--- config.mk ---
export PLATFORM = sky130hd
export DESIGN_NAME = calendar_clock_counter
export DESIGN_NICKNAME = d
export VERILOG_FILES = /design/src/hdl/ccc_pkg.sv /design/src/hdl/calendar_clock_counter.sv
export SDC_FILE = /design/constraint.sdc
export NUM_CORES = 1
export LEC_CHECK = 0
export ABC_AREA = 0
export BUFFER_PORTS_ARGS = -buffer_cell sky130_fd_sc_hd__buf_2
export CAP_MARGIN = 0
export CORE_AREA = 2 2 177 136
export CTS_CLUSTER_SIZE = 10
export DETAILED_ROUTE_END_ITERATION = 7
export DIE_AREA = 0 0 179 138
export GPL_TIMING_DRIVEN = 0
export PLACE_DENSITY = 0.44
export SLEW_MARGIN = 40
export SYNTH_ARGS = -nofsm -noshare
export SYNTH_HDL_FRONTEND = slang
export SYNTH_SLANG_ARGS = --single-unit
export TNS_END_PERCENT = 50
--- constraint.sdc ---
create_clock -name clk -period 4.35 [get_ports clk]
set_clock_uncertainty 0.15 [all_clocks]
set_input_delay 0.87 -clock clk [delete_from_list [all_inputs] [get_ports clk]]
set_output_delay 0.87 -clock clk [all_outputs]
set_load 0.02 [all_outputs]
--- src/hdl/ccc_pkg.sv ---
// ccc_pkg: request types, field limits, change codes and month length table
// for the calendar clock counter; depends on nothing
`timescale 1ns / 1ps
`default_nettype none

package ccc_pkg;

    // one input request: a timer tick or a time load
    typedef struct packed {
        logic       operation;
        logic [6:0] load_year;
        logic [3:0] load_month;
        logic [4:0] load_day;
        logic [4:0] load_hour;
        logic [5:0] load_minute;
        logic [5:0] load_second;
    } ccc_in_t;

    // one result request: full time plus event flags
    typedef struct packed {
        logic       second_event;
        logic [2:0] changed_field;
        logic [6:0] year_now;
        logic [3:0] month_now;
        logic [4:0] day_now;
        logic [4:0] hour_now;
        logic [5:0] minute_now;
        logic [5:0] second_now;
        logic       blink_led;
    } ccc_out_t;

    // operation codes
    localparam logic OP_TICK = 1'b0;
    localparam logic OP_LOAD = 1'b1;

    // highest field changed by a second advance
    localparam logic [2:0] CHG_NONE   = 3'd0;
    localparam logic [2:0] CHG_SECOND = 3'd1;
    localparam logic [2:0] CHG_MINUTE = 3'd2;
    localparam logic [2:0] CHG_HOUR   = 3'd3;
    localparam logic [2:0] CHG_DAY    = 3'd4;
    localparam logic [2:0] CHG_MONTH  = 3'd5;
    localparam logic [2:0] CHG_YEAR   = 3'd6;

    // field limits
    localparam logic [5:0] SECOND_MAX = 6'd59;
    localparam logic [5:0] MINUTE_MAX = 6'd59;
    localparam logic [4:0] HOUR_MAX   = 5'd23;
    localparam logic [3:0] MONTH_MIN  = 4'd1;
    localparam logic [3:0] MONTH_MAX  = 4'd12;
    localparam logic [4:0] DAY_MIN    = 5'd1;
    localparam logic [6:0] YEAR_MAX   = 7'd99;
    localparam logic [3:0] FEBRUARY   = 4'd2;
    localparam logic [4:0] LEAP_FEB   = 5'd29;

    // reset values
    localparam logic [7:0] PRESCALE_RESET = 8'd200;
    localparam logic [5:0] SECOND_RESET   = 6'd1;
    localparam logic [5:0] MINUTE_RESET   = 6'd1;
    localparam logic [4:0] HOUR_RESET     = 5'd14;
    localparam logic [4:0] DAY_RESET      = 5'd11;
    localparam logic [3:0] MONTH_RESET    = 4'd1;
    localparam logic [6:0] YEAR_RESET     = 7'd19;

    // days per month, index is the raw month code; unused codes read 31
    localparam logic [4:0] MONTH_DAYS [16] = '{
        5'd31, 5'd31, 5'd28, 5'd31, 5'd30, 5'd31, 5'd30, 5'd31,
        5'd31, 5'd30, 5'd31, 5'd30, 5'd31, 5'd31, 5'd31, 5'd31
    };

    // month length with leap february on year mod 4 = 0
    function automatic logic [4:0] month_length(input logic [3:0] month,
                                                input logic [6:0] year);
        logic [4:0] len;
        len = MONTH_DAYS[month];
        if (month == FEBRUARY && year[1:0] == 2'b00)
        begin
            len = LEAP_FEB;
        end
        return len;
    endfunction

endpackage

`default_nettype wire

--- src/hdl/calendar_clock_counter.sv ---
// calendar_clock_counter: tick prescaler and time/calendar counter with
// valid/stall request channels; depends on ccc_pkg
`timescale 1ns / 1ps
`default_nettype none

// Real-time clock and calendar. Each input request is either one timer tick
// or a load of a new time; each produces exactly one result request carrying
// the full time, a second-event flag, the highest field that changed, and a
// blink level that toggles once per second. A prescaler counts ticks up to
// cfg_write_data (period is limit plus one, limit 0 makes every tick a
// second). Loaded fields are clamped to legal ranges, day against the loaded
// month and year. Throughput is one request per clock while out_stall is low:
// a request is captured in the input register, the whole rollover cascade
// (seconds through year, month length table lookup) resolves combinationally,
// and the time registers and the result register update together when the
// request advances, which also sets out_valid. The result register lets a new
// request enter while a finished result waits on out_stall. Write the
// prescale limit only while no request is in flight.
module calendar_clock_counter
(
    input  wire logic              clk,
    input  wire logic              rst_n,
    // input request channel
    input  wire logic              in_valid,
    output logic                   in_stall,
    input  wire ccc_pkg::ccc_in_t  in_req,
    // result request channel
    output logic                   out_valid,
    input  wire logic              out_stall,
    output ccc_pkg::ccc_out_t      out_req,
    // prescale limit register
    input  wire logic              cfg_write_en,
    input  wire logic [7:0]        cfg_write_data
);
    import ccc_pkg::*;

    // configuration
    logic [7:0] prescale_limit_reg;

    // input register
    logic       in_valid_reg;
    ccc_in_t    in_req_reg;

    // time state
    logic [7:0] tick_count_reg, tick_count_next;
    logic [5:0] second_reg,     second_next;
    logic [5:0] minute_reg,     minute_next;
    logic [4:0] hour_reg,       hour_next;
    logic [4:0] day_reg,        day_next;
    logic [3:0] month_reg,      month_next;
    logic [6:0] year_reg,       year_next;
    logic       led_reg,        led_next;

    // result register
    logic       out_valid_reg;
    ccc_out_t   out_req_reg, out_req_next;

    // handshake control
    logic       out_free;
    logic       advance;

    // scratch for the cascade
    logic [4:0] load_len;
    logic [4:0] cur_len;
    logic       sec_event;
    logic [2:0] changed;

    // result slot frees when empty or being taken this cycle
    assign out_free  = !out_valid_reg || !out_stall;
    // request in the input register is processed this cycle
    assign advance   = in_valid_reg && out_free;
    // hold off new requests only when the input register cannot drain
    assign in_stall  = in_valid_reg && !out_free;
    assign out_valid = out_valid_reg;
    assign out_req   = out_req_reg;

    // single pass: load clamp or tick plus rollover cascade
    always_comb
    begin
        tick_count_next = tick_count_reg;
        second_next     = second_reg;
        minute_next     = minute_reg;
        hour_next       = hour_reg;
        day_next        = day_reg;
        month_next      = month_reg;
        year_next       = year_reg;
        led_next        = led_reg;
        sec_event       = 1'b0;
        changed         = CHG_NONE;
        load_len        = 5'd0;
        cur_len         = month_length(month_reg, year_reg);

        if (in_req_reg.operation == OP_LOAD)
        begin
            // clamp each loaded field, day against the clamped month/year
            year_next = (in_req_reg.load_year > YEAR_MAX) ? YEAR_MAX
                                                          : in_req_reg.load_year;
            if (in_req_reg.load_month < MONTH_MIN)
            begin
                month_next = MONTH_MIN;
            end
            else if (in_req_reg.load_month > MONTH_MAX)
            begin
                month_next = MONTH_MAX;
            end
            else
            begin
                month_next = in_req_reg.load_month;
            end
            load_len = month_length(month_next, year_next);
            if (in_req_reg.load_day < DAY_MIN)
            begin
                day_next = DAY_MIN;
            end
            else if (in_req_reg.load_day > load_len)
            begin
                day_next = load_len;
            end
            else
            begin
                day_next = in_req_reg.load_day;
            end
            hour_next   = (in_req_reg.load_hour > HOUR_MAX) ? HOUR_MAX
                                                            : in_req_reg.load_hour;
            minute_next = (in_req_reg.load_minute > MINUTE_MAX) ? MINUTE_MAX
                                                                : in_req_reg.load_minute;
            second_next = (in_req_reg.load_second > SECOND_MAX) ? SECOND_MAX
                                                                : in_req_reg.load_second;
            tick_count_next = 8'd0;
        end
        else
        begin
            // prescaler wraps at or above the limit
            tick_count_next = (tick_count_reg < prescale_limit_reg)
                            ? tick_count_reg + 8'd1 : 8'd0;
            if (tick_count_next == prescale_limit_reg)
            begin
                sec_event = 1'b1;
                led_next  = !led_reg;
                if (second_reg < SECOND_MAX)
                begin
                    second_next = second_reg + 6'd1;
                    changed     = CHG_SECOND;
                end
                else if (minute_reg < MINUTE_MAX)
                begin
                    second_next = 6'd0;
                    minute_next = minute_reg + 6'd1;
                    changed     = CHG_MINUTE;
                end
                else if (hour_reg < HOUR_MAX)
                begin
                    second_next = 6'd0;
                    minute_next = 6'd0;
                    hour_next   = hour_reg + 5'd1;
                    changed     = CHG_HOUR;
                end
                else if (day_reg < cur_len)
                begin
                    second_next = 6'd0;
                    minute_next = 6'd0;
                    hour_next   = 5'd0;
                    day_next    = day_reg + 5'd1;
                    changed     = CHG_DAY;
                end
                else if (month_reg < MONTH_MAX)
                begin
                    second_next = 6'd0;
                    minute_next = 6'd0;
                    hour_next   = 5'd0;
                    day_next    = DAY_MIN;
                    month_next  = month_reg + 4'd1;
                    changed     = CHG_MONTH;
                end
                else
                begin
                    // december rolls into january of the next year
                    second_next = 6'd0;
                    minute_next = 6'd0;
                    hour_next   = 5'd0;
                    day_next    = DAY_MIN;
                    month_next  = MONTH_MIN;
                    year_next   = (year_reg < YEAR_MAX) ? year_reg + 7'd1 : 7'd0;
                    changed     = CHG_YEAR;
                end
            end
        end

        out_req_next.second_event  = sec_event;
        out_req_next.changed_field = changed;
        out_req_next.year_now      = year_next;
        out_req_next.month_now     = month_next;
        out_req_next.day_now       = day_next;
        out_req_next.hour_now      = hour_next;
        out_req_next.minute_now    = minute_next;
        out_req_next.second_now    = second_next;
        out_req_next.blink_led     = led_next;
    end

    // configuration register
    always_ff @(posedge clk or negedge rst_n)
    begin
        if (!rst_n)
        begin
            prescale_limit_reg <= PRESCALE_RESET;
        end
        else if (cfg_write_en)
        begin
            prescale_limit_reg <= cfg_write_data;
        end
    end

    // control: input and result valid flags, time state
    always_ff @(posedge clk or negedge rst_n)
    begin
        if (!rst_n)
        begin
            in_valid_reg   <= 1'b0;
            out_valid_reg  <= 1'b0;
            tick_count_reg <= 8'd0;
            second_reg     <= SECOND_RESET;
            minute_reg     <= MINUTE_RESET;
            hour_reg       <= HOUR_RESET;
            day_reg        <= DAY_RESET;
            month_reg      <= MONTH_RESET;
            year_reg       <= YEAR_RESET;
            led_reg        <= 1'b0;
        end
        else
        begin
            if (!in_stall)
            begin
                in_valid_reg <= in_valid;
            end
            if (out_free)
            begin
                out_valid_reg <= in_valid_reg;
            end
            if (advance)
            begin
                tick_count_reg <= tick_count_next;
                second_reg     <= second_next;
                minute_reg     <= minute_next;
                hour_reg       <= hour_next;
                day_reg        <= day_next;
                month_reg      <= month_next;
                year_reg       <= year_next;
                led_reg        <= led_next;
            end
        end
    end

    // payload registers, no reset
    always_ff @(posedge clk)
    begin
        if (!in_stall)
        begin
            in_req_reg <= in_req;
        end
        if (advance)
        begin
            out_req_reg <= out_req_next;
        end
    end

    // time fields never leave their legal ranges
    assert property (@(posedge clk) disable iff (!rst_n)
        second_reg <= SECOND_MAX && minute_reg <= MINUTE_MAX &&
        hour_reg <= HOUR_MAX && year_reg <= YEAR_MAX &&
        month_reg >= MONTH_MIN && month_reg <= MONTH_MAX &&
        day_reg >= DAY_MIN && day_reg <= cur_len)
        else $error("time state out of range");

    // a change code is reported exactly when a second elapsed
    assert property (@(posedge clk) disable iff (!rst_n)
        out_valid_reg |->
        (out_req_reg.second_event == (out_req_reg.changed_field != CHG_NONE)))
        else $error("changed_field disagrees with second_event");

    // blink level flips on each processed second event and only then
    assert property (@(posedge clk) disable iff (!rst_n)
        advance |=> (led_reg != $past(led_reg)) == $past(sec_event))
        else $error("blink level out of step with second events");

    // a request held by a full result slot is kept until it drains
    assert property (@(posedge clk) disable iff (!rst_n)
        in_stall |=> in_valid_reg && $stable(in_req_reg))
        else $error("held input request lost");

    // the result slot only refills from a processed request
    assert property (@(posedge clk) disable iff (!rst_n)
        out_free && !in_valid_reg |=> !out_valid_reg)
        else $error("result produced without a request");

endmodule

`default_nettype wire
Word-level counts from Yosys, hierarchy flattened
Memories as Yosys holds them, arrays and structs flattened. Cells that the tools add are included.

ROM bits: 160. Output and inout bits: 40. Input port bits: 47. Register bits: 124. Memories: 2.

Memory list: (name not given) (words 16, width 5, read ports 1, clocked after Yosys merged registers in 0, write ports 0, line ccc_pkg.sv:75) `len = MONTH_DAYS[month];`; (name not given) (words 16, width 5, read ports 1, clocked after Yosys merged registers in 0, write ports 0, line ccc_pkg.sv:75).

Magnitude comparators: 17. Multiplexer cells: 59. Bitwise gates (word level): 3. Eq/ne operators: 3. Reduce and logical (&&, ||, !) cells: 14. $add $sub $neg: 7.

Operator list (count): 2-to-1 mux 5 bit (21); 2-to-1 mux 7 bit (9); 2-to-1 mux 6 bit (9); 2-to-1 mux 4 bit (10); 2-to-1 mux 8 bit (2); adder 6 x 1 -> 6 bit, second input constant (2); greater-than comparator 6 bit, second input constant (2); less-than comparator 6 bit, second input constant (2); adder 5 x 1 -> 5 bit, second input constant (2); greater-or-equal comparator 5 bit, second input constant (2); NOT 4 -> 5 bit (2); adder 8 x 1 -> 8 bit, second input constant (1); equality test 4 x 2 -> 1 bit, second input constant (2); equality test 8 bit (1); less-than comparator 8 bit (1); 2-to-1 mux 2 bit (4); adder 7 x 1 -> 7 bit, second input constant (1); greater-than comparator 7 bit, second input constant (1); less-than comparator 7 bit, second input constant (1); greater-than comparator 5 bit (1); greater-than comparator 5 bit, second input constant (1); less-than comparator 5 x 1 -> 1 bit, second input constant (1); less-than comparator 5 bit (1); less-than comparator 5 bit, second input constant (1); other kinds (13) (23).

Depth between registers and ports, before layout
Depth in word-level cells: 14. Mapped depth: 13. Depth with buffers taken out: 12.

Least setup slack after synthesis
No wires, ideal clock.

Path kind: register to register. Start: reg prescale_limit_reg[3]. End: reg out_req_reg, in the netlist out_req[24], data pin. Setup slack: 0.894 ns. Stages on the path, launching flop included: 12. Data required time: 3.929 ns. Data arrival time: 3.035 ns. Path buffers: 0. Setup time: 0.271 ns. Clock period less this slack: 3.456 ns. Path through: dfstp_2 inv_1 ha_1 o21a_1 o21ai_0 o21ba_1 o211a_1 o32a_2 a2111o_2 nor3_4 mux2i_1 a21oi_1.

Cells in the longest elaborated chain, start to end: 5.

Ends and longest elaborated chain: from (decl) (line calendar_clock_counter.sv:38) `logic [7:0] prescale_limit_reg;`; from (signal assigned) (line calendar_clock_counter.sv:209) `prescale_limit_reg <= cfg_write_data;`; less-than comparator 8 bit (line calendar_clock_counter.sv:134) `tick_count_next = (tick_count_reg < prescale_limit_reg)`; 2-to-1 mux 8 bit (line calendar_clock_counter.sv:135) `? tick_count_reg + 8'd1 : 8'd0;`; equality test 8 bit (*) (line calendar_clock_counter.sv:136) `if (tick_count_next == prescale_limit_reg)`; 2-to-1 mux 4 bit (*) (line calendar_clock_counter.sv:136); 2-to-1 mux 4 bit (*) (line calendar_clock_counter.sv:93) `if (in_req_reg.operation == OP_LOAD)`; via month_next[1] (line calendar_clock_counter.sv:50) `logic [3:0] month_reg, month_next;`; to (signal assigned) (line calendar_clock_counter.sv:262) `out_req_reg <= out_req_next;`; to (decl) (line calendar_clock_counter.sv:56) `ccc_out_t out_req_reg, out_req_next;`.

Mark *: on every way through the listed nets, which the timed path passes. The rest lies on a longest branch. A chain may end at the register's enable or synchronous reset.

Worst setup path after layout
Start: reg prescale_limit_reg[6]. End: reg out_req_reg, in the netlist out_req[24], data pin.

Same word-level chain as after synthesis.

==> metrics <==
filler cell count 2346; Synth Cell Area 0.00676 sq mm; WS Path Type reg2reg; flops & latches, synth 124; layout cells sized above 1 0.217; Final HPWL DP around 15 mm; core area 0.0232 sq mm; Die ar. about 0.025 sq mm; final setup TNS 0 ns; status complete, no violations; Post-DP Area approximately 0.0077 sq mm; Initial Util 0.291; Syn Nets roughly 710; worst vdd ir about 270 uV; CTS Buf Count 17; GRT overflow 0; io pins 87; min Tclk post-route just over 4 ns; first-pass GRT wire length between 30 and 40 mm; Lkg Pwr approximately 3.3 nW; via-per-instance ratio ~5.3; CTS root buffer clkbuf_16; Post-synth ARST share 0.419; pwr dens 474 mW/mm^2; num rows 49; RSZ-0062 raised after global routing false; PortBufs between 80 and 90; Post-Route WL about 21 mm; reg2reg path depth 10; biggest area consumer among synthesized cells edfxtp_1; final setup fails 0; area share of the largest cell type after synthesis 0.320; Synth Flop Type edfxtp_1; Area growth syn-to-layout 21.9%; Initial DRC Count 440; Syn Inst Count ~650; Design Area, Final a little over 0.008 sq mm; Clock Path Buffers 2; first-pass iteration count of the detailed router 6; Hold Fails Final Rpt 0; Arrival @ worst endpoint between 4 and 5 ns; max-cap check violation count 0; CTS tree built; Slew @ Worst Pin between 0.8 and 0.9 ns; synth top area cells edfxtp_1, dfrtp_1, dfstp_2; crit start category register; CP max FO 10; DRC violations left 0; Routed Antenna Nets 0; Die Ht 138 microns; max reg flops 38; Final Cycle Share 0.925; pin count of the biggest net entering global routing 30; GRT Util Overall 0.177; worst skew pair latency roughly 0.43 ns; Num Clock Sinks 124; GP Congestion 0.883; Syn. warnings 0; HP Class in2async; Synth cell types between 70 and 80; Clock transition at path regs 0.06 ns; CTS H-tree depth 4; post-layout util 0.355; post-synthesis sequential area ratio 0.515; via count around 5700; EDFF count, synth between 70 and 80; average instance area after synthesis ~10 sq um; Max-slew headroom 0.413; vias in the first global route around 5600; Slew Viols, Final 0; routed len/inst around 20 microns; Crit path required time 4.33 ns; nets approximately 820; Fmax achieved 248 MHz; CP Capture Type register; Die Wd roughly 180 microns; initial antenna violation count 0; CTS Hold Buffers Added 0
worst max-delay path, cell delays in order, from the launching register on:
cell and delay [ns]:
dfstp_2 0.57, inv_1 0.06, ha_1 0.32, a21o_1 0.20, a21oi_2 0.29, a21boi_2 0.42
nand2_2 0.19, a2111o_2 0.60, nor3_4 0.49, mux2i_1 0.29, a21oi_1 0.14
cell families after synthesis:
group	Yosys count	share of synthesized area
and+or+nand+nor	231	0.169
buffers and inverters	49	0.0279
AOI/OAI and AO/OA	192	0.203
adders and majority gates	19	0.0352
muxes	19	0.0292
DFF	124	0.515
xor gates and xnor gates	13	0.0209
where the power goes:
| group | switching [mW] | internal, mW | leakage (nW) |
|---|---|---|---|
| logic | 0.542 | 0.352 | 1.72 |
| clock network | 0.515 | 0.865 | 0.278 |
| registers | 0.169 | 1.46 | 1.32 |
| total | 1.23 | 2.68 | 3.32 |
layer usage:
| layer | wire length (microns) | GRT usage | share of wire |
|---|---|---|---|
| met1 | 10800 | 0.271 | 0.51 |
| met2 | 8760 | 0.246 | 0.41 |
| met3 | 1290 | 0.0410 | 0.061 |
| met4 | 309 | 0.0539 | 0.015 |
| met5 | 0 | 0 | 0 |
through the flow:
stage          total power [mW]  cells  hold WS, ns  setup WS, ns
5_1_grt                    4.12   1076        0.229        0.0962
3_3_place_gp               2.50   1039        0.323        -0.327
2_1_floorplan              2.22    647        0.307         0.894
3_5_place_dp               2.54   1042        0.336        0.0557
4_1_cts                    3.94   1074        0.221        0.0325
6_report                   3.91   1077        0.224         0.325
what timing repair did:
item / CTS / global route
setup endpoints to repair: 0 / 24
resized for setup: 0 / 1
setup buffers: 0 / 2
final timing paths:
path | start | to | slack, ns
max in group asynchronous | rst_n | hour_reg[1] | 3.26
setup reg to reg | prescale_limit_reg[6] | out_req[24] | 0.32
hold / removal | rst_n | in_valid_reg | 0.22
hold reg to reg | led_reg | led_reg | 0.34
setup / recovery | prescale_limit_reg[6] | out_req[24] | 0.32
min in group clk | led_reg | led_reg | 0.34
cell usage after synthesis (all sizes together), types with 3 or more instances:
cell / number
edfxtp: 72
nand2: 71
o21ai: 53
nor2: 52
dfrtp: 37
a21oi: 27
nand3: 24
clkbuf: 23
inv: 22
a31oi: 20
ha: 19
dfstp: 15
nor3: 15
and3: 14
mux2i: 13
nand2b: 12
nand4: 10
xor2: 9
a22oi: 8
o31ai: 8
o22ai: 7
a21o: 6
mux2: 6
a2bb2oi: 5
and2: 5
o21a: 5
o41a: 5
or3: 5
a221oi: 4
nor2b: 4
o211ai: 4
a2111oi: 3
a21boi: 3
a31o: 3
a32oi: 3
nand3b: 3
nor3b: 3
nor4b: 3
o221ai: 3
or2: 3
placed cells by master (no fill, tap or decap), types with 5 or more instances in the layout:
cell type / count
a21o_1: 6
a21oi_1: 25
a22oi_1: 8
a31oi_1: 20
and3_1: 14
buf_2: 86
clkbuf_1: 24
clkbuf_16: 17
clkinv_2: 5
dfrtp_1: 37
dfstp_2: 15
edfxtp_1: 72
ha_1: 19
inv_1: 22
mux2_2: 6
mux2i_1: 13
nand2_1: 70
nand2b_1: 11
nand3_1: 23
nand4_1: 10
nor2_1: 51
nor3_1: 13
o21a_1: 5
o21ai_0: 47
o21ai_1: 6
o22ai_1: 7
o31ai_1: 8
o41a_1: 5
or3_1: 5
xor2_1: 9
cell type report:
type                       count  area, sq um  share of cell area
timing repair buffer          91          508              0.0616
sequential                   124         3480               0.422
buffer                        25          105              0.0128
clock inverter                 9         96.3              0.0117
clock buffer                  23          468              0.0568
antenna                        1         2.50            0.000304
multi-input combinational    474         3110               0.377
tap                          306          383              0.0464
inverter                      24         90.1              0.0109
Power figures use the tool's default switching activity.
